`src/sv/lsp_pkg.sv`:
```
`timescale 1ns / 1ps
// ----------------------------------------------------------------------------
// LED strip pattern engine package
// Mode codes, register indexes, the frame request type and the breathing
// brightness table.
// ----------------------------------------------------------------------------
package lsp_pkg;

	localparam logic [2:0] MODE_SOLID   = 3'd0;
	localparam logic [2:0] MODE_RAINBOW = 3'd1;
	localparam logic [2:0] MODE_BREATHE = 3'd2;
	localparam logic [2:0] MODE_CHASE   = 3'd3;
	localparam logic [2:0] MODE_SCANNER = 3'd4;
	localparam logic [2:0] MODE_TWINKLE = 3'd5;
	localparam logic [2:0] MODE_SPARKLE = 3'd6;
	localparam logic [2:0] MODE_UNUSED  = 3'd7;

	localparam logic [2:0] REG_MODE       = 3'd0;
	localparam logic [2:0] REG_RED        = 3'd1;
	localparam logic [2:0] REG_GREEN      = 3'd2;
	localparam logic [2:0] REG_BLUE       = 3'd3;
	localparam logic [2:0] REG_BRIGHTNESS = 3'd4;

	localparam int LIT_W = 6;

	localparam logic [31:0] LFSR_SEED = 32'hACE1ACE1;
	localparam logic [31:0] LFSR_TAPS = 32'h80200003;

	localparam logic [11:0] BREATHE_PERIOD = 12'd4000;
	localparam logic [17:0] BREATHE_RECIP  = 18'd134218;

	typedef struct packed {
		logic [2:0]       mode;
		logic [7:0]       level;
		logic [7:0]       step;
		logic [1:0]       chase_off;
		logic [LIT_W-1:0] lit;
	} frame_t;

	typedef logic [7:0] breathe_lut_t [0:255];

	function automatic logic [6:0] frame_interval(input logic [2:0] mode);
		logic [6:0] iv;
		case (mode)
			MODE_RAINBOW: iv = 7'd20;
			MODE_BREATHE: iv = 7'd15;
			MODE_CHASE:   iv = 7'd50;
			MODE_SCANNER: iv = 7'd50;
			MODE_TWINKLE: iv = 7'd100;
			MODE_SPARKLE: iv = 7'd30;
			default:      iv = 7'd0;
		endcase
		return iv;
	endfunction

	function automatic longint q30_mul(input longint a, input longint b);
		return a * b / 64'sd1073741824;
	endfunction

	function automatic longint sine_q30(input int m);
		longint x;
		longint sum;
		longint term;
		x = longint'(m) * 64'sd26353589;
		sum = x;
		term = (-q30_mul(q30_mul(x, x), x)) / 64'sd6;
		sum = sum + term;
		term = (-q30_mul(q30_mul(term, x), x)) / 64'sd20;
		sum = sum + term;
		term = (-q30_mul(q30_mul(term, x), x)) / 64'sd42;
		sum = sum + term;
		term = (-q30_mul(q30_mul(term, x), x)) / 64'sd72;
		sum = sum + term;
		term = (-q30_mul(q30_mul(term, x), x)) / 64'sd110;
		sum = sum + term;
		term = (-q30_mul(q30_mul(term, x), x)) / 64'sd156;
		sum = sum + term;
		term = (-q30_mul(q30_mul(term, x), x)) / 64'sd210;
		sum = sum + term;
		return sum;
	endfunction

	function automatic logic [7:0] breathe_entry(input int k);
		int r;
		int m;
		longint s;
		longint sum;
		longint term;
		longint val;
		r = k % 128;
		m = (r <= 64) ? r : 128 - r;
		s = sine_q30(m);
		if (k >= 128) begin
			s = -s;
		end
		sum = 64'sd1073741824;
		term = 64'sd1073741824;
		term = q30_mul(term, s);
		sum = sum + term;
		term = q30_mul(term, s) / 64'sd2;
		sum = sum + term;
		term = q30_mul(term, s) / 64'sd3;
		sum = sum + term;
		term = q30_mul(term, s) / 64'sd4;
		sum = sum + term;
		term = q30_mul(term, s) / 64'sd5;
		sum = sum + term;
		term = q30_mul(term, s) / 64'sd6;
		sum = sum + term;
		term = q30_mul(term, s) / 64'sd7;
		sum = sum + term;
		term = q30_mul(term, s) / 64'sd8;
		sum = sum + term;
		term = q30_mul(term, s) / 64'sd9;
		sum = sum + term;
		term = q30_mul(term, s) / 64'sd10;
		sum = sum + term;
		term = q30_mul(term, s) / 64'sd11;
		sum = sum + term;
		term = q30_mul(term, s) / 64'sd12;
		sum = sum + term;
		term = q30_mul(term, s) / 64'sd13;
		sum = sum + term;
		term = q30_mul(term, s) / 64'sd14;
		sum = sum + term;
		term = q30_mul(term, s) / 64'sd15;
		sum = sum + term;
		term = q30_mul(term, s) / 64'sd16;
		sum = sum + term;
		term = q30_mul(term, s) / 64'sd17;
		sum = sum + term;
		term = q30_mul(term, s) / 64'sd18;
		sum = sum + term;
		term = q30_mul(term, s) / 64'sd19;
		sum = sum + term;
		term = q30_mul(term, s) / 64'sd20;
		sum = sum + term;
		val = (sum - 64'sd395007542) * 64'sd108;
		if (val <= 0) begin
			return 8'd0;
		end
		val = val / 64'sd1073741824;
		if (val > 255) begin
			return 8'd255;
		end
		return val[7:0];
	endfunction

	function automatic breathe_lut_t build_breathe_lut();
		breathe_lut_t t;
		int k;
		for (k = 0; k < 256; k++) begin
			t[k] = breathe_entry(k);
		end
		return t;
	endfunction

	localparam breathe_lut_t BREATHE_LUT = build_breathe_lut();

endpackage

```
`src/sv/lsp_front.sv`:
```
`timescale 1ns / 1ps
// ----------------------------------------------------------------------------
// LED strip pattern engine front end
// Takes time requests, tracks elapsed time, breathing phase and pattern step,
// and issues a frame request whenever an animated mode's interval has passed.
// ----------------------------------------------------------------------------
module lsp_front #(
	parameter int PIXEL_COUNT = 16
) (
	input  logic          clk,
	input  logic          arst_n,
	input  logic          in_valid,
	output logic          in_ready,
	input  logic [7:0]    ms_elapsed,
	input  logic [2:0]    pattern_mode,
	input  logic [7:0]    base_brightness,
	output logic          push_valid,
	input  logic          push_ready,
	output lsp_pkg::frame_t push_data
);
	import lsp_pkg::*;

	localparam int SW = $clog2(2 * PIXEL_COUNT);

	logic [31:0]      delta_q;
	logic [11:0]      phase_q;
	logic [15:0]      step_q;
	logic [1:0]       step_m3_q;
	logic [SW-1:0]    step_scan_q;

	logic             accept;
	logic [31:0]      delta_new;
	logic             fire;
	logic [12:0]      phase_sum;
	logic [11:0]      phase_new;
	logic             step_inc;
	logic [15:0]      step_new;
	logic [SW-1:0]    scan_pos;

	logic             valid_s1;
	logic [2:0]       mode_s1;
	logic [7:0]       bright_s1;
	logic [7:0]       step_s1;
	logic [1:0]       off_s1;
	logic [LIT_W-1:0] lit_s1;
	logic [11:0]      phase_s1;

	logic             valid_s2;
	logic [2:0]       mode_s2;
	logic [7:0]       bright_s2;
	logic [7:0]       step_s2;
	logic [1:0]       off_s2;
	logic [LIT_W-1:0] lit_s2;
	logic [7:0]       bidx_s2;

	logic             move_s1;
	logic             move_s2;
	logic [32:0]      bprod;

	assign move_s2  = !valid_s2 || push_ready;
	assign move_s1  = !valid_s1 || move_s2;
	assign in_ready = move_s1;
	assign accept   = in_valid && in_ready;

	assign delta_new = delta_q + 32'(ms_elapsed);
	assign fire      = (pattern_mode != MODE_SOLID) && (pattern_mode != MODE_UNUSED) &&
	                   (delta_new > 32'(frame_interval(pattern_mode)));

	assign phase_sum = 13'(phase_q) + 13'(ms_elapsed);
	assign phase_new = (phase_sum >= 13'(BREATHE_PERIOD)) ?
	                   12'(phase_sum - 13'(BREATHE_PERIOD)) : phase_sum[11:0];

	assign step_inc = fire && ((pattern_mode == MODE_RAINBOW) ||
	                           (pattern_mode == MODE_CHASE) || (pattern_mode == MODE_SCANNER));

	always_comb begin
		step_new = step_q + 16'd1;
		if ((pattern_mode == MODE_RAINBOW) && (step_new >= 16'd256)) begin
			step_new = 16'd0;
		end
	end

	assign scan_pos = (step_scan_q < SW'(PIXEL_COUNT)) ? step_scan_q :
	                  SW'(2 * PIXEL_COUNT - 1) - step_scan_q;

	assign bprod = 33'({phase_s1, 3'b000}) * 33'(BREATHE_RECIP);

	always_ff @(posedge clk or negedge arst_n) begin
		if (!arst_n) begin
			delta_q     <= '0;
			phase_q     <= '0;
			step_q      <= '0;
			step_m3_q   <= '0;
			step_scan_q <= '0;
			valid_s1    <= 1'b0;
			valid_s2    <= 1'b0;
		end else begin
			if (accept) begin
				delta_q <= fire ? 32'd0 : delta_new;
				phase_q <= phase_new;
				if (step_inc) begin
					step_q <= step_new;
					if (step_new == 16'd0) begin
						step_m3_q   <= '0;
						step_scan_q <= '0;
					end else begin
						step_m3_q   <= (step_m3_q == 2'd2) ? 2'd0 : step_m3_q + 2'd1;
						step_scan_q <= (step_scan_q == SW'(2 * PIXEL_COUNT - 1)) ?
						               '0 : step_scan_q + SW'(1);
					end
				end
			end
			if (move_s1) begin
				valid_s1 <= accept && fire;
			end
			if (move_s2) begin
				valid_s2 <= valid_s1;
			end
		end
	end

	always_ff @(posedge clk) begin
		if (move_s1 && accept && fire) begin
			mode_s1   <= pattern_mode;
			bright_s1 <= base_brightness;
			step_s1   <= step_q[7:0];
			off_s1    <= step_m3_q;
			lit_s1    <= LIT_W'(scan_pos);
			phase_s1  <= phase_new;
		end
		if (move_s2 && valid_s1) begin
			mode_s2   <= mode_s1;
			bright_s2 <= bright_s1;
			step_s2   <= step_s1;
			off_s2    <= off_s1;
			lit_s2    <= lit_s1;
			bidx_s2   <= bprod[31:24];
		end
	end

	assign push_valid          = valid_s2;
	assign push_data.mode      = mode_s2;
	assign push_data.level     = (mode_s2 == MODE_BREATHE) ? BREATHE_LUT[bidx_s2] : bright_s2;
	assign push_data.step      = step_s2;
	assign push_data.chase_off = off_s2;
	assign push_data.lit       = lit_s2;

endmodule

```
`src/sv/lsp_queue.sv`:
```
`timescale 1ns / 1ps
// ----------------------------------------------------------------------------
// LED strip pattern engine frame queue
// Short register queue of frame requests between the front end and the
// pixel generator.
// ----------------------------------------------------------------------------
module lsp_queue (
	input  logic          clk,
	input  logic          arst_n,
	input  logic          push_valid,
	output logic          push_ready,
	input  lsp_pkg::frame_t push_data,
	output logic          pop_valid,
	input  logic          pop_ready,
	output lsp_pkg::frame_t pop_data
);
	import lsp_pkg::*;

	localparam int DEPTH = 4;
	localparam int AW = $clog2(DEPTH);

	frame_t        slots_q [DEPTH];
	logic [AW-1:0] wr_ptr_q;
	logic [AW-1:0] rd_ptr_q;
	logic [AW:0]   count_q;
	logic          push_fire;
	logic          pop_fire;

	assign push_ready = (count_q != (AW + 1)'(DEPTH));
	assign pop_valid  = (count_q != '0);
	assign push_fire  = push_valid && push_ready;
	assign pop_fire   = pop_valid && pop_ready;
	assign pop_data   = slots_q[rd_ptr_q];

	always_ff @(posedge clk or negedge arst_n) begin
		if (!arst_n) begin
			wr_ptr_q <= '0;
			rd_ptr_q <= '0;
			count_q  <= '0;
		end else begin
			if (push_fire) begin
				wr_ptr_q <= wr_ptr_q + AW'(1);
			end
			if (pop_fire) begin
				rd_ptr_q <= rd_ptr_q + AW'(1);
			end
			if (push_fire && !pop_fire) begin
				count_q <= count_q + (AW + 1)'(1);
			end else if (pop_fire && !push_fire) begin
				count_q <= count_q - (AW + 1)'(1);
			end
		end
	end

	always_ff @(posedge clk) begin
		if (push_fire) begin
			slots_q[wr_ptr_q] <= push_data;
		end
	end

endmodule

```
`src/sv/lsp_back.sv`:
```
`timescale 1ns / 1ps
// ----------------------------------------------------------------------------
// LED strip pattern engine pixel generator
// Walks one frame request pixel by pixel into a registered output, owning
// the random generator for twinkle and sparkle frames.
// ----------------------------------------------------------------------------
module lsp_back #(
	parameter int PIXEL_COUNT = 16
) (
	input  logic          clk,
	input  logic          arst_n,
	input  logic          pop_valid,
	output logic          pop_ready,
	input  lsp_pkg::frame_t pop_data,
	input  logic [7:0]    base_red,
	input  logic [7:0]    base_green,
	input  logic [7:0]    base_blue,
	output logic          out_valid,
	input  logic          out_ready,
	output logic [3:0]    pixel_index,
	output logic [7:0]    red,
	output logic [7:0]    green,
	output logic [7:0]    blue,
	output logic [7:0]    level,
	output logic          frame_end
);
	import lsp_pkg::*;

	localparam int IW      = $clog2(PIXEL_COUNT);
	localparam int WQ_STEP = 256 / PIXEL_COUNT;
	localparam int WR_STEP = 256 % PIXEL_COUNT;
	localparam int RW2     = (WR_STEP * 256) % PIXEL_COUNT;
	localparam int RW3     = (RW2 * 256) % PIXEL_COUNT;

	localparam logic [1:0] ST_IDLE = 2'd0;
	localparam logic [1:0] ST_MOD  = 2'd1;
	localparam logic [1:0] ST_RUN  = 2'd2;

	typedef logic [LIT_W-1:0] res_lut_t [0:255];

	function automatic logic [31:0] lfsr_next(input logic [31:0] x);
		return (x >> 1) ^ (x[0] ? LFSR_TAPS : 32'd0);
	endfunction

	// A draw ends in 9 (decimal) when it is odd and is 4 modulo 5; nibbles
	// fold because 16 is 1 modulo 5.
	function automatic logic twinkle_hit(input logic [31:0] x);
		logic [6:0] s;
		logic [4:0] f;
		int k;
		s = '0;
		for (k = 0; k < 8; k++) begin
			s = s + 7'(x[4 * k +: 4]);
		end
		f = 5'(s[6:4]) + 5'(s[3:0]);
		if (f >= 5'd20) f = f - 5'd20;
		if (f >= 5'd10) f = f - 5'd10;
		if (f >= 5'd5) f = f - 5'd5;
		return x[0] && (f == 5'd4);
	endfunction

	// Entry b holds (b * weight) modulo PIXEL_COUNT, where weight is the
	// residue of the byte's place value.
	function automatic res_lut_t build_res_lut(input int weight);
		res_lut_t t;
		int acc;
		int b;
		acc = 0;
		for (b = 0; b < 256; b++) begin
			t[b] = LIT_W'(acc);
			acc = acc + weight;
			if (acc >= PIXEL_COUNT) begin
				acc = acc - PIXEL_COUNT;
			end
		end
		return t;
	endfunction

	localparam res_lut_t RES_LUT0 = build_res_lut(1);
	localparam res_lut_t RES_LUT1 = build_res_lut(WR_STEP);
	localparam res_lut_t RES_LUT2 = build_res_lut(RW2);
	localparam res_lut_t RES_LUT3 = build_res_lut(RW3);

	logic [1:0]       state_q;
	logic             cnt_q;
	logic [31:0]      lfsr_q;
	logic             out_valid_q;

	logic [2:0]       mode_q;
	logic [7:0]       level_q;
	logic [7:0]       step_q;
	logic [1:0]       off_q;
	logic [LIT_W-1:0] lit_q;
	logic [IW-1:0]    pix_q;
	logic [7:0]       wq_q;
	logic [IW-1:0]    wr_q;
	logic [1:0]       m3_q;
	logic [31:0]      word_q;
	logic [7:0]       rsum_q;

	logic [3:0]       pixel_index_q;
	logic [7:0]       red_q;
	logic [7:0]       green_q;
	logic [7:0]       blue_q;
	logic [7:0]       level_o_q;
	logic             frame_end_q;

	logic             emit;
	logic             last;
	logic             ld;
	logic [31:0]      tw_draw;
	logic [31:0]      lfsr_cur;
	logic [31:0]      spark_draw;
	logic [7:0]       rsum;
	logic [LIT_W-1:0] pix_ext;
	logic [IW:0]      wr_sum;
	logic             wr_wrap;
	logic [7:0]       wheel_p;
	logic [7:0]       wheel_q;
	logic [7:0]       seg_q;
	logic [9:0]       seg3;
	logic [7:0]       px_r;
	logic [7:0]       px_g;
	logic [7:0]       px_b;

	assign emit      = (state_q == ST_RUN) && (!out_valid_q || out_ready);
	assign last      = (pix_q == IW'(PIXEL_COUNT - 1));
	assign pop_ready = (state_q == ST_IDLE) || (emit && last);
	assign ld        = pop_valid && pop_ready;

	assign tw_draw    = lfsr_next(lfsr_q);
	assign lfsr_cur   = (emit && (mode_q == MODE_TWINKLE)) ? tw_draw : lfsr_q;
	assign spark_draw = lfsr_next(lfsr_cur);
	assign rsum       = 8'(RES_LUT3[word_q[31:24]]) + 8'(RES_LUT2[word_q[23:16]]) +
	                    8'(RES_LUT1[word_q[15:8]]) + 8'(RES_LUT0[word_q[7:0]]);

	assign pix_ext = LIT_W'(pix_q);
	assign wr_sum  = (IW + 1)'(wr_q) + (IW + 1)'(WR_STEP);
	assign wr_wrap = (wr_sum >= (IW + 1)'(PIXEL_COUNT));

	assign wheel_p = wq_q + step_q;
	assign wheel_q = 8'd255 - wheel_p;

	always_comb begin
		if (wheel_q < 8'd85) begin
			seg_q = wheel_q;
		end else if (wheel_q < 8'd170) begin
			seg_q = wheel_q - 8'd85;
		end else begin
			seg_q = wheel_q - 8'd170;
		end
		seg3 = {1'b0, seg_q, 1'b0} + {2'b00, seg_q};
		px_r = 8'd0;
		px_g = 8'd0;
		px_b = 8'd0;
		case (mode_q)
			MODE_RAINBOW: begin
				if (wheel_q < 8'd85) begin
					px_r = 8'd255 - seg3[7:0];
					px_b = seg3[7:0];
				end else if (wheel_q < 8'd170) begin
					px_g = seg3[7:0];
					px_b = 8'd255 - seg3[7:0];
				end else begin
					px_r = seg3[7:0];
					px_g = 8'd255 - seg3[7:0];
				end
			end
			MODE_BREATHE: begin
				px_r = base_red;
				px_g = base_green;
				px_b = base_blue;
			end
			MODE_CHASE: begin
				if ((pix_ext >= LIT_W'(off_q)) && (m3_q == off_q)) begin
					px_r = base_red;
					px_g = base_green;
					px_b = base_blue;
				end
			end
			MODE_SCANNER: begin
				if (pix_ext == lit_q) begin
					px_r = base_red;
					px_g = base_green;
					px_b = base_blue;
				end
			end
			MODE_TWINKLE: begin
				if (twinkle_hit(tw_draw)) begin
					px_r = base_red;
					px_g = base_green;
					px_b = base_blue;
				end
			end
			default: begin
				if (pix_ext == lit_q) begin
					px_r = 8'd255;
					px_g = 8'd255;
					px_b = 8'd255;
				end
			end
		endcase
	end

	always_ff @(posedge clk or negedge arst_n) begin
		if (!arst_n) begin
			state_q     <= ST_IDLE;
			cnt_q       <= 1'b0;
			lfsr_q      <= LFSR_SEED;
			out_valid_q <= 1'b0;
		end else begin
			if (ld) begin
				state_q <= (pop_data.mode == MODE_SPARKLE) ? ST_MOD : ST_RUN;
			end else if (emit && last) begin
				state_q <= ST_IDLE;
			end else if ((state_q == ST_MOD) && (cnt_q == 1'b1)) begin
				state_q <= ST_RUN;
			end
			if (ld) begin
				cnt_q <= 1'b0;
			end else if (state_q == ST_MOD) begin
				cnt_q <= cnt_q + 1'b1;
			end
			lfsr_q <= (ld && (pop_data.mode == MODE_SPARKLE)) ? spark_draw : lfsr_cur;
			if (emit) begin
				out_valid_q <= 1'b1;
			end else if (out_ready) begin
				out_valid_q <= 1'b0;
			end
		end
	end

	always_ff @(posedge clk) begin
		if (ld) begin
			mode_q  <= pop_data.mode;
			level_q <= pop_data.level;
			step_q  <= pop_data.step;
			off_q   <= pop_data.chase_off;
			lit_q   <= pop_data.lit;
			pix_q   <= '0;
			wq_q    <= '0;
			wr_q    <= '0;
			m3_q    <= '0;
			word_q  <= spark_draw;
		end else if (state_q == ST_MOD) begin
			rsum_q <= rsum;
			if (cnt_q == 1'b1) begin
				lit_q <= RES_LUT0[rsum_q];
			end
		end else if (emit) begin
			pix_q <= pix_q + IW'(1);
			wq_q  <= wq_q + 8'(WQ_STEP) + 8'(wr_wrap);
			wr_q  <= wr_wrap ? IW'(wr_sum - (IW + 1)'(PIXEL_COUNT)) : IW'(wr_sum);
			m3_q  <= (m3_q == 2'd2) ? 2'd0 : m3_q + 2'd1;
		end
		if (emit) begin
			pixel_index_q <= pix_ext[3:0];
			red_q         <= px_r;
			green_q       <= px_g;
			blue_q        <= px_b;
			level_o_q     <= level_q;
			frame_end_q   <= last;
		end
	end

	assign out_valid   = out_valid_q;
	assign pixel_index = pixel_index_q;
	assign red         = red_q;
	assign green       = green_q;
	assign blue        = blue_q;
	assign level       = level_o_q;
	assign frame_end   = frame_end_q;

endmodule

```
`src/sv/led_strip_pattern_engine.sv`:
```
`timescale 1ns / 1ps
// Path: a time request that starts a frame passes the front end's s1 and s2 registers and the
// frame queue before its first pixel; a sparkle frame first spends ST_MOD reducing its random draw.
// Throughput: one time request per cycle while the front end is not stalled; each frame holds
// the pixel generator until its last pixel, and a four-entry frame queue absorbs bursts.
// Reset (arst_n low, asynchronous) clears time, step and queue, seeds the random generator
// and loads the register defaults.
// ----------------------------------------------------------------------------
// LED strip pattern engine
// Frame scheduler, frame queue and pixel generator for an addressable strip.
// ----------------------------------------------------------------------------
module led_strip_pattern_engine #(
	parameter int PIXEL_COUNT = 16
) (
	input  logic       clk,
	input  logic       arst_n,
	input  logic       in_valid,
	output logic       in_ready,
	input  logic [7:0] ms_elapsed,
	output logic       out_valid,
	input  logic       out_ready,
	output logic [3:0] pixel_index,
	output logic [7:0] red,
	output logic [7:0] green,
	output logic [7:0] blue,
	output logic [7:0] level,
	output logic       frame_end,
	input  logic       cfg_we,
	input  logic [2:0] cfg_index,
	input  logic [7:0] cfg_wdata
);
	import lsp_pkg::*;

	logic [2:0] pattern_mode_q;
	logic [7:0] base_red_q;
	logic [7:0] base_green_q;
	logic [7:0] base_blue_q;
	logic [7:0] base_brightness_q;

	logic   push_valid;
	logic   push_ready;
	frame_t push_data;
	logic   pop_valid;
	logic   pop_ready;
	frame_t pop_data;

	always_ff @(posedge clk or negedge arst_n) begin
		if (!arst_n) begin
			pattern_mode_q    <= MODE_SOLID;
			base_red_q        <= 8'd0;
			base_green_q      <= 8'd255;
			base_blue_q       <= 8'd0;
			base_brightness_q <= 8'd80;
		end else if (cfg_we) begin
			case (cfg_index)
				REG_MODE:       pattern_mode_q    <= cfg_wdata[2:0];
				REG_RED:        base_red_q        <= cfg_wdata;
				REG_GREEN:      base_green_q      <= cfg_wdata;
				REG_BLUE:       base_blue_q       <= cfg_wdata;
				REG_BRIGHTNESS: base_brightness_q <= cfg_wdata;
				default: begin
				end
			endcase
		end
	end

	lsp_front #(
		.PIXEL_COUNT(PIXEL_COUNT)
	) u_front (
		.clk            (clk),
		.arst_n         (arst_n),
		.in_valid       (in_valid),
		.in_ready       (in_ready),
		.ms_elapsed     (ms_elapsed),
		.pattern_mode   (pattern_mode_q),
		.base_brightness(base_brightness_q),
		.push_valid     (push_valid),
		.push_ready     (push_ready),
		.push_data      (push_data)
	);

	lsp_queue u_queue (
		.clk       (clk),
		.arst_n    (arst_n),
		.push_valid(push_valid),
		.push_ready(push_ready),
		.push_data (push_data),
		.pop_valid (pop_valid),
		.pop_ready (pop_ready),
		.pop_data  (pop_data)
	);

	lsp_back #(
		.PIXEL_COUNT(PIXEL_COUNT)
	) u_back (
		.clk        (clk),
		.arst_n     (arst_n),
		.pop_valid  (pop_valid),
		.pop_ready  (pop_ready),
		.pop_data   (pop_data),
		.base_red   (base_red_q),
		.base_green (base_green_q),
		.base_blue  (base_blue_q),
		.out_valid  (out_valid),
		.out_ready  (out_ready),
		.pixel_index(pixel_index),
		.red        (red),
		.green      (green),
		.blue       (blue),
		.level      (level),
		.frame_end  (frame_end)
	);

endmodule

```
`config.mk`:
```
export PLATFORM = sky130hd
export DESIGN_NAME = led_strip_pattern_engine
export DESIGN_NICKNAME = d
export VERILOG_FILES = /design/src/sv/lsp_pkg.sv /design/src/sv/lsp_front.sv /design/src/sv/lsp_queue.sv /design/src/sv/lsp_back.sv /design/src/sv/led_strip_pattern_engine.sv
export SDC_FILE = /design/constraint.sdc
export NUM_CORES = 1
export LEC_CHECK = 0
export ABC_AREA = 1
export BUFFER_PORTS_ARGS = -buffer_cell sky130_fd_sc_hd__buf_2
export CAP_MARGIN = 20
export CORE_MARGIN = 3
export CORE_UTILIZATION = 52
export DETAILED_ROUTE_END_ITERATION = 8
export PLACE_DENSITY = 0.65
export SYNTH_ARGS = -nofsm -noshare
export SYNTH_HDL_FRONTEND = slang
export SYNTH_HIERARCHICAL = 1
export SYNTH_SLANG_ARGS = --single-unit
```
`constraint.sdc`:
```
create_clock -name clk -period 6.9 [get_ports clk]
set_clock_uncertainty 0.1 [all_clocks]
set_input_delay 1.38 -clock clk [delete_from_list [all_inputs] [get_ports clk]]
set_output_delay 1.38 -clock clk [all_outputs]
set_load 0.02 [all_outputs]
```
## After elaboration in Yosys (flattened, before gate mapping)

Memories as Yosys holds them, arrays and structs flattened.
Index checks and enable logic that the tools add are counted.

| storage, ports and cells | value |
|---|---|
| memory bits (writable) | 104 |
| input bits | 24 |
| memories kept | 7 |
| bits in registers | 341 |
| ROM bits | 9728 |

| operators by class | value |
|---|---|
| add/subtract/negate cells | 37 |
| order comparisons | 17 |
| $mul | 1 |
| bitwise gates (word level) | 10 |
| reduce and logical (&&, ||, !) cells | 52 |
| mux-type cells | 69 |
| eq/ne operators | 28 |

Memory list:

| memory | words | width | rd ports | clocked after Yosys merged registers in | wr ports | line | source |
|---|---|---|---|---|---|---|---|
| (no name shown) | 256 | 8 | 1 | 0 | 0 | lsp_front.sv:143 | `assign push_data.level = (mode_s2 == MODE_BREATHE) ? BREATHE_LUT[bidx_s2] : bright_s2;` |
| (no name shown) | 256 | 6 | 1 | 0 | 0 | lsp_back.sv:135 | `8'(RES_LUT1[word_q[15:8]]) + 8'(RES_LUT0[word_q[7:0]]);` |
| (no name shown) | 256 | 6 | 1 | 0 | 0 | lsp_back.sv:135 |  |
| (no name shown) | 256 | 6 | 1 | 0 | 0 | lsp_back.sv:134 | `assign rsum = 8'(RES_LUT3[word_q[31:24]]) + 8'(RES_LUT2[word_q[23:16]]) +` |
| (no name shown) | 256 | 6 | 1 | 0 | 0 | lsp_back.sv:248 | `lit_q <= RES_LUT0[rsum_q];` |
| (no name shown) | 256 | 6 | 1 | 0 | 0 | lsp_back.sv:134 |  |
| 1 more memories | n/a | n/a | n/a | n/a | n/a | n/a |  |

Operator list:

| kind | count |
|---|---|
| $mux W8 | 21 |
| $mux W32 | 5 |
| $pmux W8 S5 | 3 |
| $mux W6 | 13 |
| $xor A31 B32 Y32 | 2 |
| $ge A9 B9 Y1 const B | 6 |
| $not A8 Y9 | 6 |
| $mux W5 | 9 |
| $add A7 B4 Y7 | 6 |
| $pmux W7 S5 | 1 |
| $add A32 B8 Y32 | 1 |
| $gt A32 B7 Y1 | 1 |
| $mul A12 B17 Y28 const B | 1 |
| $eq A3 B2 Y1 const B | 7 |
| $eq A3 B3 Y1 const B | 7 |
| $logic_and A1 B1 Y1 | 20 |
| $reduce_and A2 Y1 | 9 |
| $add A16 B1 Y16 const B | 1 |
| $add A8 B6 Y8 | 2 |
| $add A8 B8 Y8 | 2 |
| $ge A16 B9 Y1 const B | 1 |
| $logic_not A16 Y1 | 1 |
| $mux W16 | 1 |
| $sub A8 B8 Y8 const A | 2 |
| 51 further kinds | 86 |

## Logic depth before layout (Yosys ltp)

Gate-level depths: netlist of run 1.

| logic depth | value |
|---|---|
| depth after elaboration | 23 |
| depth in mapped cells | 31 |
| gate-level depth less buffers | 29 |

## Cells and area by module

The synthesis of run 1 kept the hierarchy.

By module, submodules not included:

| module | area each (um2) | instances | cells an instance | seq. area each (um2) |
|---|---|---|---|---|
| lsp_front | 11831.3 | 1 | 1582 | 3828.7 |
| lsp_back | 7068.0 | 1 | 748 | 3283.1 |
| lsp_queue | 4762.1 | 1 | 374 | 3418.3 |
| led_strip_pattern_engine | 1458.9 | 1 | 162 | 888.4 |

## Worst setup path after synthesis of run 1

Ideal clock, no wire load.

| timing path | value |
|---|---|
| path type | register to register |
| start | register u_back.lfsr_q[0] |
| end | register u_back.blue_q[0] (netlist: u_back/blue[0]) (data pin) |
| buffers on the path | 2 |
| slack | 1.107 ns |
| stages on the path, launching flop included | 25 |
| arrival | 5.422 ns |
| clock period less this slack | 5.793 ns |
| cells stage by stage | dfstp_2 > clkbuf_1 > inv_1 > fa_1 > inv_1 > fa_1 > fa_1 > inv_1 > fa_1 > fa_1 > xnor2_1 > ha_1 > inv_1 > fa_1 > xor2_2 > ha_1 > nand3_1 > nand3_1 > nand2_1 > nand2_1 > nand3_1 > nand2_2 > buf_4 > nand2_1 > nand3_1 |

| between the ends | value |
|---|---|
| word-level cells in the longest chain between the ends | 23 |

Ends and longest elaborated chain:

| what | line | source |
|---|---|---|
| from (decl) | lsp_back.sv:86 | `logic [31:0] lfsr_q;` |
| from (signal assigned) | lsp_back.sv:224 | `lfsr_q <= (ld && (pop_data.mode == MODE_SPARKLE)) ? spark_draw : lfsr_cur;` |
| $mux W32 * | lsp_back.sv:42 | `return (x >> 1) ^ (x[0] ? LFSR_TAPS : 32'd0);` |
| $xor A31 B32 Y32 * | lsp_back.sv:42 |  |
| $add A4 B4 Y5 | lsp_back.sv:53 | `s = s + 7'(x[4 * k +: 4]);` |
| $add A7 B4 Y7 (6 in series) | lsp_back.sv:53 |  |
| $add A3 B4 Y5 | lsp_back.sv:55 | `f = 5'(s[6:4]) + 5'(s[3:0]);` |
| $sub A5 B5 Y5 / $ge A5 B5 Y1 (equally long branches) | lsp_back.sv:56 | `if (f >= 5'd20) f = f - 5'd20;` |
| $mux W5 | lsp_back.sv:56 |  |
| $mux W5 | lsp_back.sv:156 | `case (mode_q)` |
| [... 3 more ...] | n/a |  |
| $sub A5 B3 Y5 / $ge A5 B3 Y1 (equally long branches) | lsp_back.sv:58 | `if (f >= 5'd5) f = f - 5'd5;` |
| $mux W5 | lsp_back.sv:58 |  |
| $mux W5 | lsp_back.sv:156 |  |
| $eq A5 B3 Y1 | lsp_back.sv:59 | `return x[0] && (f == 5'd4);` |
| $logic_and A1 B1 Y1 * | lsp_back.sv:59 |  |
| $mux W8 * | lsp_back.sv:189 | `if (twinkle_hit(tw_draw)) begin` |
| $pmux W8 S5 * | lsp_back.sv:156 |  |
| via u_back.px_b[0] | lsp_back.sv:124 | `logic [7:0] px_b;` |
| to (signal assigned) | lsp_back.sv:260 | `blue_q <= px_b;` |
| to (decl) | lsp_back.sv:104 | `logic [7:0] blue_q;` |

The timed path passes the listed nets; every way through them passes the cells marked *. The select of a mux whose other input is x is not followed.
A chain may end at the register's enable or synchronous reset.

## Worst setup path after layout of run 1

| timing path | value |
|---|---|
| start | register u_back.lfsr_q[7] |
| end | register u_back.green_q[4] (netlist: u_back/green[4]) (data pin) |

| between the ends | value |
|---|---|
| word-level cells in the longest chain between the ends | 22 |

Ends and longest elaborated chain:

| what | line | source |
|---|---|---|
| $xor A31 B32 Y32 * | lsp_back.sv:42 |  |
| $add A4 B4 Y5 * | lsp_back.sv:53 |  |
| $add A7 B4 Y7 * (6 in series) | lsp_back.sv:53 |  |
| $add A3 B4 Y5 * | lsp_back.sv:55 |  |
| $sub A5 B5 Y5 / $ge A5 B5 Y1 (equally long branches) | lsp_back.sv:56 |  |
| $mux W5 * | lsp_back.sv:56 |  |
| $mux W5 * | lsp_back.sv:156 |  |
| $sub A5 B4 Y5 / $ge A5 B4 Y1 (equally long branches) | lsp_back.sv:57 | `if (f >= 5'd10) f = f - 5'd10;` |
| [... 2 more ...] | n/a |  |
| $sub A5 B3 Y5 / $ge A5 B3 Y1 (equally long branches) | lsp_back.sv:58 |  |
| $mux W5 * | lsp_back.sv:58 |  |
| $mux W5 * | lsp_back.sv:156 |  |
| $eq A5 B3 Y1 * | lsp_back.sv:59 |  |
| $logic_and A1 B1 Y1 * | lsp_back.sv:59 |  |
| $mux W8 * | lsp_back.sv:189 |  |
| $pmux W8 S5 * | lsp_back.sv:156 |  |
| via u_back.px_g[4] | lsp_back.sv:123 | `logic [7:0] px_g;` |
| to (signal assigned) | lsp_back.sv:259 | `green_q <= px_g;` |
| to (decl) | lsp_back.sv:103 | `logic [7:0] green_q;` |

Marked as above.

==> results.md, run 1 <==
* Number of max-cap violations at 0
* Final cell count without fillers at 3558
* Pwr/cell area at 432 nW/um^2
* #FFs+latches synth at 407
* Antenna Nets Post-Route at 0
* Final Hold Vio Count at 0
* Fin crit period at 6.15 ns
* Run status: finished clean
* WL met2 at 27300 microns
* TritonCTS buffer count at 45
* Slew @ Worst Pin at 1.01 ns
* Via density at 5.39
* Clock root buffer: clkbuf_16
* Global route overflow at 0
* Routed WL per cell at 16.3 microns
* Top cells by area, synth: edfxtp_1, dfrtp_1, nand2_1
* Via count at 19200
* Die Wd at 226 microns
* Final net count at 3164
* Metal3 WL at 2800 microns
* CTS Sinks at 407
* Setup bufs post-CTS at 0
* First-pass GRT wire length at 94800 microns
* Worst Path Max Fanout at 24
* Drt first pass iters at 5
* Reg2reg start: u_back/lfsr_q[7]
* CP required at 7.08 ns
* Leakage at 12.9 nW
* Cell count after synthesis at 2866
* Cell total after placement at 3473
* HP Start: u_back/word_q[2]
* Fin crit share at 0.892
* Setup WS pre-CTS at 0.756 ns
* GRT Total Usage at 0.231
* CTS tree: yes
* Highest metal used: met4
* # diodes at 0
* Area share of the largest cell type after synthesis at 0.299
* Initial core utilization at 0.533
* Max VDD drop at 0.360 mV
* Kind of end point of the critical path: register
* Gp weighted congestion at 0.931
* I/O pin total at 63
* Average cell area after synthesis at 8.76 sq um
* Sequential share of the synthesized area at 0.455
* Worst Hold Class: register to register
* Hpwl dp at 41700 microns
* Max Slew Vio Count at 0
* Initial DRC Count at 1298
* Setup-failing EPs final at 0
* Die height at 226 microns
* Htree depth at 2
* Port bufs at 62
* Vias in the first global route at 18900
* Core ar. at 47100 sq um
* WS Path Type: register to register
* Critical Path Start Type: register
* Drt total wl at 57900 microns
* Clk_lat worst skew at 0.58 ns
* CP startpoint: u_back/lfsr_q[7]
* Std cell rows at 79
* Slew HR at 0.328
* Ratio of cells with drive above 1 in the final layout at 0.0810
* WL met1 at 26400 microns
* Clk buf depth at 3
* Final worst slack at 0.748 ns
* Max frequency at 163 MHz
* Initial antenna violation count at 0
* Worst-path clk slew at 0.06 ns
* Layout area overhead at 9.11%
* Hold buffers post-CTS at 0
* Number of synthesized flops with an enable pin at 250
* Area of the mapped netlist at 25100 sq um
* DRC viols at 0
* Fin Setup TNS at 0 ns
* RSZ-0062 raised after global routing: no
* Distinct cells, synth at 66
* Tot Pwr at 11.8 mW
* Synth Warn # at 6
* Largest net degree at the start of global routing at 106
* Ys flop type: edfxtp_1
* Asr flop ratio synth at 0.361
* Synth area leader: edfxtp_1
* Die outline area at 51000 sq um
* CTS resizes at 0
* WP data arrival at 6.34 ns
==> critical path: stages (launching register included) <==
cell and delay, ns:
dfstp_2 0.53, inv_1 0.06, fa_1 0.50, inv_1 0.06, fa_1 0.51, fa_1 0.53
fa_1 0.58, ha_1 0.18, inv_1 0.06, fa_1 0.40, xnor2_1 0.18, ha_1 0.18
inv_1 0.05, fa_1 0.43, xor2_2 0.19, ha_1 0.30, nand3_1 0.13, nand3_1 0.12
nand2_1 0.08, nand2_1 0.05, nand3_1 0.13, nand2_2 0.29, nand2_1 0.17, nand3_1 0.08
==> layer usage <==
layer  vias up  global-route usage
met1      9049               0.316
met2       450               0.380
met3       115              0.0339
met4         0              0.0761
li1       9555                   -
met5         -                   0
==> per-stage QoR <==
step           cell area [sq um]  hold WS [ns]   util
2_1_floorplan              25100         0.300      -
3_3_place_gp               25900         0.301  0.549
3_5_place_dp               25900         0.305  0.549
4_1_cts                    27400         0.318  0.581
5_1_grt                    27400         0.329  0.581
6_report                   27400         0.317  0.581
==> final timing paths <==
kind	end	slack, ns	cells past startpoint
min in group asynchronous	u_back/lfsr_q[20]	0.77	1
max	u_back/green[4]	0.75	23
max reg2reg	u_back/green[4]	0.75	23
min reg2reg	u_back/rsum_q[2]	0.32	0
max in group asynchronous	u_queue/wr_ptr_q[0]	4.58	2
min	u_back/rsum_q[2]	0.32	0
==> power breakdown <==
group          internal, mW  leakage (nW)  switching, mW  total [mW]
logic                  2.08          7.93           3.71        5.80
registers              3.21          4.20          0.387        3.59
clock network          1.44         0.729          0.998        2.44
total                  6.73          12.9           5.10        11.8
==> sequential cells by signal, indices dropped and copies added (netlist names), 5 cells and up <==
name and cells:
u_queue/slots_q 108, u_back/lfsr_q 32, u_front/delta_q 32, u_front/step_q 16, u_front/phase_q 12, u_front/phase_s1 12
base_blue_q 8, base_brightness_q 8, base_green_q 8, base_red_q 8, u_back/blue 8, u_back/green 8
u_back/level 8, u_back/level_q 8, u_back/red 8, u_back/step_q 8, u_front/bidx_s2 8, u_front/bright_s1 8
u_front/bright_s2 8, u_front/step_s1 8, u_front/step_s2 8, u_back/lit_q 6, u_front/step_scan_q 5
==> cell usage after synthesis, types with 5 or more instances <==
| library cell | number |
|---|---|
| a211oi_1 | 5 |
| nand2_1 | 792 |
| dfxtp_1 | 10 |
| xor2_1 | 38 |
| mux2i_1 | 24 |
| nand3_1 | 214 |
| o21ai_1 | 20 |
| clkbuf_1 | 36 |
| fa_1 | 50 |
| nand2_2 | 10 |
| nand4_1 | 20 |
| dfrtp_1 | 121 |
| nor2_1 | 170 |
| o21ai_0 | 106 |
| a31oi_1 | 6 |
| nor2_4 | 6 |
| or2_2 | 5 |
| ha_1 | 176 |
| buf_2 | 15 |
| a21o_1 | 5 |
| o22ai_1 | 16 |
| inv_2 | 8 |
| nor2_2 | 7 |
| a21oi_1 | 74 |
| nor3_1 | 20 |
| dfstp_2 | 26 |
| o21a_1 | 6 |
| edfxtp_1 | 250 |
| o21bai_1 | 5 |
| a221oi_1 | 7 |
| xnor2_1 | 23 |
| inv_1 | 426 |
| o221ai_1 | 11 |
| buf_6 | 17 |
| nand3_2 | 6 |
| buf_4 | 9 |
| o211ai_1 | 69 |
==> cell type report <==
cell class              count  area [sq um]
fillers                  4140         19700
multi-input cells        1943         11600
flip-flops and latches    407         11400
inverters                 438          1640
clock buffers              51          1160
well taps                 607           759
repair buffers             79           457
clock inverters            33           360
==> placed cells by master (no fill, tap or decap), drive strengths merged, types with 3 or more instances in the layout <==
cell      netlist  layout
xor2           39      39
clkinvlp        0       6
inv           434     436
clkbuf         36      51
nand4          21      21
ha            176     176
o21bai          5       5
or2             7       7
xnor2          23      23
nand3         220     220
dfxtp          10      10
clkinv          4      23
bufinv          0       6
dfstp          26      26
a211oi          5       5
o211ai         69      69
o21a            6       6
a21oi          74      74
o41ai           4       4
nor2          183     183
and2            3       3
a311oi          3       3
a21o            5       5
o2111ai         4       4
o21ai         128     128
a221oi          7       7
o22ai          16      16
mux2i          24      24
edfxtp        250     250
nand2         805     805
buf            43      79
dfrtp         121     121
a21boi          4       4
fa             50      50
a22oi           3       3
nor3b           3       3
a31oi           6       6
nor3           22      22
o221ai         11      11
==> kinds of logic after synthesis <==
logic type / count (synthesis) / share of synthesized area
and+or+nand+nor: 1269 / 0.213
muxes: 24 / 0.00956
DFF: 407 / 0.455
other: 1 / 0.000149
AOI/OAI and AO/OA: 360 / 0.0886
buffers and inverters: 517 / 0.0844
xor gates and xnor gates: 62 / 0.0219
adders and majority gates: 226 / 0.128
No activity file was read; power rests on OpenSTA's default activity.
==> inputs of run 2 (changes only) <==
--- a/config.mk
+++ b/config.mk
@@ -10,6 +10,7 @@
 export CAP_MARGIN = 20
 export CORE_MARGIN = 3
 export CORE_UTILIZATION = 52
+export CTS_BUF_LIST = sky130_fd_sc_hd__clkbuf_2 sky130_fd_sc_hd__clkbuf_4 sky130_fd_sc_hd__clkbuf_8
 export DETAILED_ROUTE_END_ITERATION = 8
 export PLACE_DENSITY = 0.65
 export SYNTH_ARGS = -nofsm -noshare
==> run 2 against run 1 <==
Core utilization is essentially flat; largest cell class unchanged; routed wire length grew 0.52%; critical path depth is the same; critical endpoint is now u_back/blue[7].
==> results.md, run 2 (synthesized netlist as in run 1, its figures left out) <==
* Layout filler cell count at 4168 (was 4140)
* Clk_lat worst skew at 0.63 ns (was 0.58 ns)
* Reg-to-reg endpoint: u_back/blue[7] (was u_back/green[4])
* # diodes at 0 (unchanged)
* Pwr/cell area at 428 nW/um^2 (was 432 nW/um^2)
* Fin crit share at 0.900 (was 0.892)
* Vias in the first global route at 19100 (was 18900)
* Core ar. at 47100 sq um (unchanged)
* Drt total wl at 58200 microns (was 57900 microns)
* I/O pin total at 63 (unchanged)
* Global route overflow at 0 (unchanged)
* Initial antenna violation count at 0 (unchanged)
* Critical Path Start Type: register (unchanged)
* WP data arrival at 6.45 ns (was 6.34 ns)
* CTS tree: yes (unchanged)
* Largest delay contributor family on the critical path: adder cells (unchanged)
* Kind of end point of the critical path: register (unchanged)
* Most used cell, CP: fa_1 (unchanged)
* CP required at 7.14 ns (was 7.08 ns)
* WL met2 at 27400 microns (was 27300 microns)
* RSZ-0062 raised after global routing: no (unchanged)
* Die Wd at 226 microns (unchanged)
* CTS resizes at 0 (unchanged)
* Area of the multi-input gates at 11600 sq um (unchanged)
* Die outline area at 51000 sq um (unchanged)
* Die height at 226 microns (unchanged)
* WHS Endpoint: u_back/level[1] (was u_back/rsum_q[2])
* DRC viols at 0 (unchanged)
* Number of max-cap violations at 0 (unchanged)
* Delay of the slowest critical-path stage at 0.58 ns (about the same)
* Reg2Reg Depth at 23 (unchanged)
* WHS at 0.317 ns (about the same)
* Hpwl dp at 41700 microns (unchanged)
* Fin crit period at 6.21 ns (was 6.15 ns)
* Most frequent cells in the layout: nand2_1, inv_1, edfxtp_1, nand3_1, ha_1 (unchanged)
* CTS Sinks at 407 (unchanged)
* Clk buf depth at 3 (unchanged)
* Worst-path cell chain: inv_1 -> fa_1 -> inv_1 -> fa_1 -> fa_1 -> fa_1 -> ha_1 -> inv_1 -> fa_1 -> xnor2_1 -> ha_1 -> inv_1 -> fa_1 -> xor2_2 -> ha_1 -> nand3_1 -> nand3_1 -> nand2_1 -> nand2_1 -> nand3_1 -> nand2_2 -> nand2_1 -> nand3_1 (unchanged)
* Hold buffers post-CTS at 0 (unchanged)
* Reg2reg start: u_back/lfsr_q[15] (was u_back/lfsr_q[7])
* Slew @ Worst Pin at 1.00 ns (was 1.01 ns)
* Worst-path clk slew at 0.06 ns (about the same)
* Layout area overhead at 9.16% (was 9.11%)
* TritonCTS buffer count at 72 (was 45)
* FF/Latch Area at 11400 sq um (unchanged)
* Setup-failing EPs final at 0 (unchanged)
* Htree depth at 3 (was 2)
* Setup bufs post-CTS at 0 (unchanged)
* Crit-path slowest cell: fa_1 (unchanged)
* Worst Hold Class: register to register (unchanged)
* Largest Register: u_queue/slots_q (unchanged)
* Fin Setup TNS at 0 ns (unchanged)
* Initial core utilization at 0.533 (unchanged)
* Final net count at 3191 (was 3164)
* Via density at 5.37 (was 5.39)
* Leakage at 12.9 nW (about the same)
* Std cell rows at 79 (unchanged)
* Max VDD drop at 0.360 mV (about the same)
* Largest net degree at the start of global routing at 106 (unchanged)
* Max Slew Vio Count at 0 (unchanged)
* Clock root buffer: clkbuf_8 (was clkbuf_16)
* Port bufs at 62 (unchanged)
* Worst reg2reg setup slack at 0.69 ns (was 0.75 ns)
* Run status: finished clean (unchanged)
* Gp weighted congestion at 0.931 (unchanged)
* Highest metal used: met4 (unchanged)
* WS Path Type: register to register (unchanged)
* Top flop regs: u_queue/slots_q x108, u_back/lfsr_q x32, u_front/delta_q x32 (unchanged)
* Via count at 19400 (was 19200)
* Slew HR at 0.330 (was 0.328)
* Initial DRC Count at 1367 (was 1298)
* CP startpoint: u_back/lfsr_q[15] (was u_back/lfsr_q[7])
* Max reg flops at 108 (unchanged)
* Most common cell after layout, fill and taps aside: nand2_1 (unchanged)
* Worst Path Max Fanout at 24 (unchanged)
* Metal3 WL at 2940 microns (was 2800 microns)
* Final Hold Vio Count at 0 (unchanged)
* Ratio of cells with drive above 1 in the final layout at 0.0954 (was 0.0810)
* Buf/Inv on CP at 4 (unchanged)
* WHS Path Cells at 0 (unchanged)
* WL met1 at 26600 microns (was 26400 microns)
* Routed WL per cell at 16.1 microns (was 16.3 microns)
* First-pass GRT wire length at 95200 microns (was 94800 microns)
* Antenna Nets Post-Route at 0 (unchanged)
* GRT Total Usage at 0.232 (was 0.231)
* Drt first pass iters at 6 (was 5)
* Max frequency at 161 MHz (was 163 MHz)
* HP Start: u_back/level_q[1] (was u_back/word_q[2])
run 2: cell count changes in the layout (fill, tap and decap cells not counted), sizes merged:
| cell | before | now |
|---|---|---|
| inv | 436 | 438 |
| bufinv | 6 | 4 |
| clkbuf | 51 | 98 |
| clkinv | 23 | 27 |
| clkinvlp | 6 | 2 |
run 2: power breakdown:
group | internal (mW) | switching, mW
Sequential | 3.21 | 0.387
Combinational | 2.08 | 3.72
Clock | 1.33 | 1.01
Total | 6.62 | 5.12
run 2: through the flow:
step / power (mW) / std cells / worst slack [ns] / util / instance area, sq um
floorplan: 7.83 / 2867 / 1.11 / - / 25100
global placement: 9.25 / 3473 / 0.899 / 0.549 / 25900
detailed placement: 9.33 / 3473 / 0.756 / 0.549 / 25900
CTS: 11.8 / 3604 / 0.720 / 0.581 / 27400
global route: 12.8 / 3605 / 0.368 / 0.582 / 27400
finish: 11.7 / 3605 / 0.687 / 0.582 / 27400
run 2: area by class of cell:
| cell class | count | area share |
|---|---|---|
| multi-input combinational | 1943 | 0.423 |
| sequential | 407 | 0.416 |
| inverter | 438 | 0.0600 |
| clock buffer | 98 | 0.0451 |
| tap | 607 | 0.0277 |
| timing repair buffer | 79 | 0.0167 |
| clock inverter | 33 | 0.0108 |
run 2: how the worst max path moves through the flow:
stage / end / slack [ns] / depth (start not counted)
after floorplan: u_back/blue[0] / 1.11 / 24
after global placement: u_back/blue[4] / 0.90 / 22
after detailed placement: u_back/red[6] / 0.76 / 23
after CTS: u_back/blue[7] / 0.72 / 23
after global routing: u_back/red[6] / 0.37 / 23
final: u_back/blue[7] / 0.69 / 23
run 2: layer usage:
layer | global-route usage | vias up
li1 | - | 9615
met1 | 0.316 | 9134
met2 | 0.379 | 491
met3 | 0.0433 | 115
met4 | 0.0699 | 0
met5 | 0 | -
run 2: worst reg2reg max path: cells and delay by family (launching register included):
family / cells / cell delay (ns)
xor+xnor: 2 / 0.37
fa+ha+maj: 9 / 3.64
buf+inv: 4 / 0.24
flops: 1 / 0.52
simple gates: 8 / 1.08
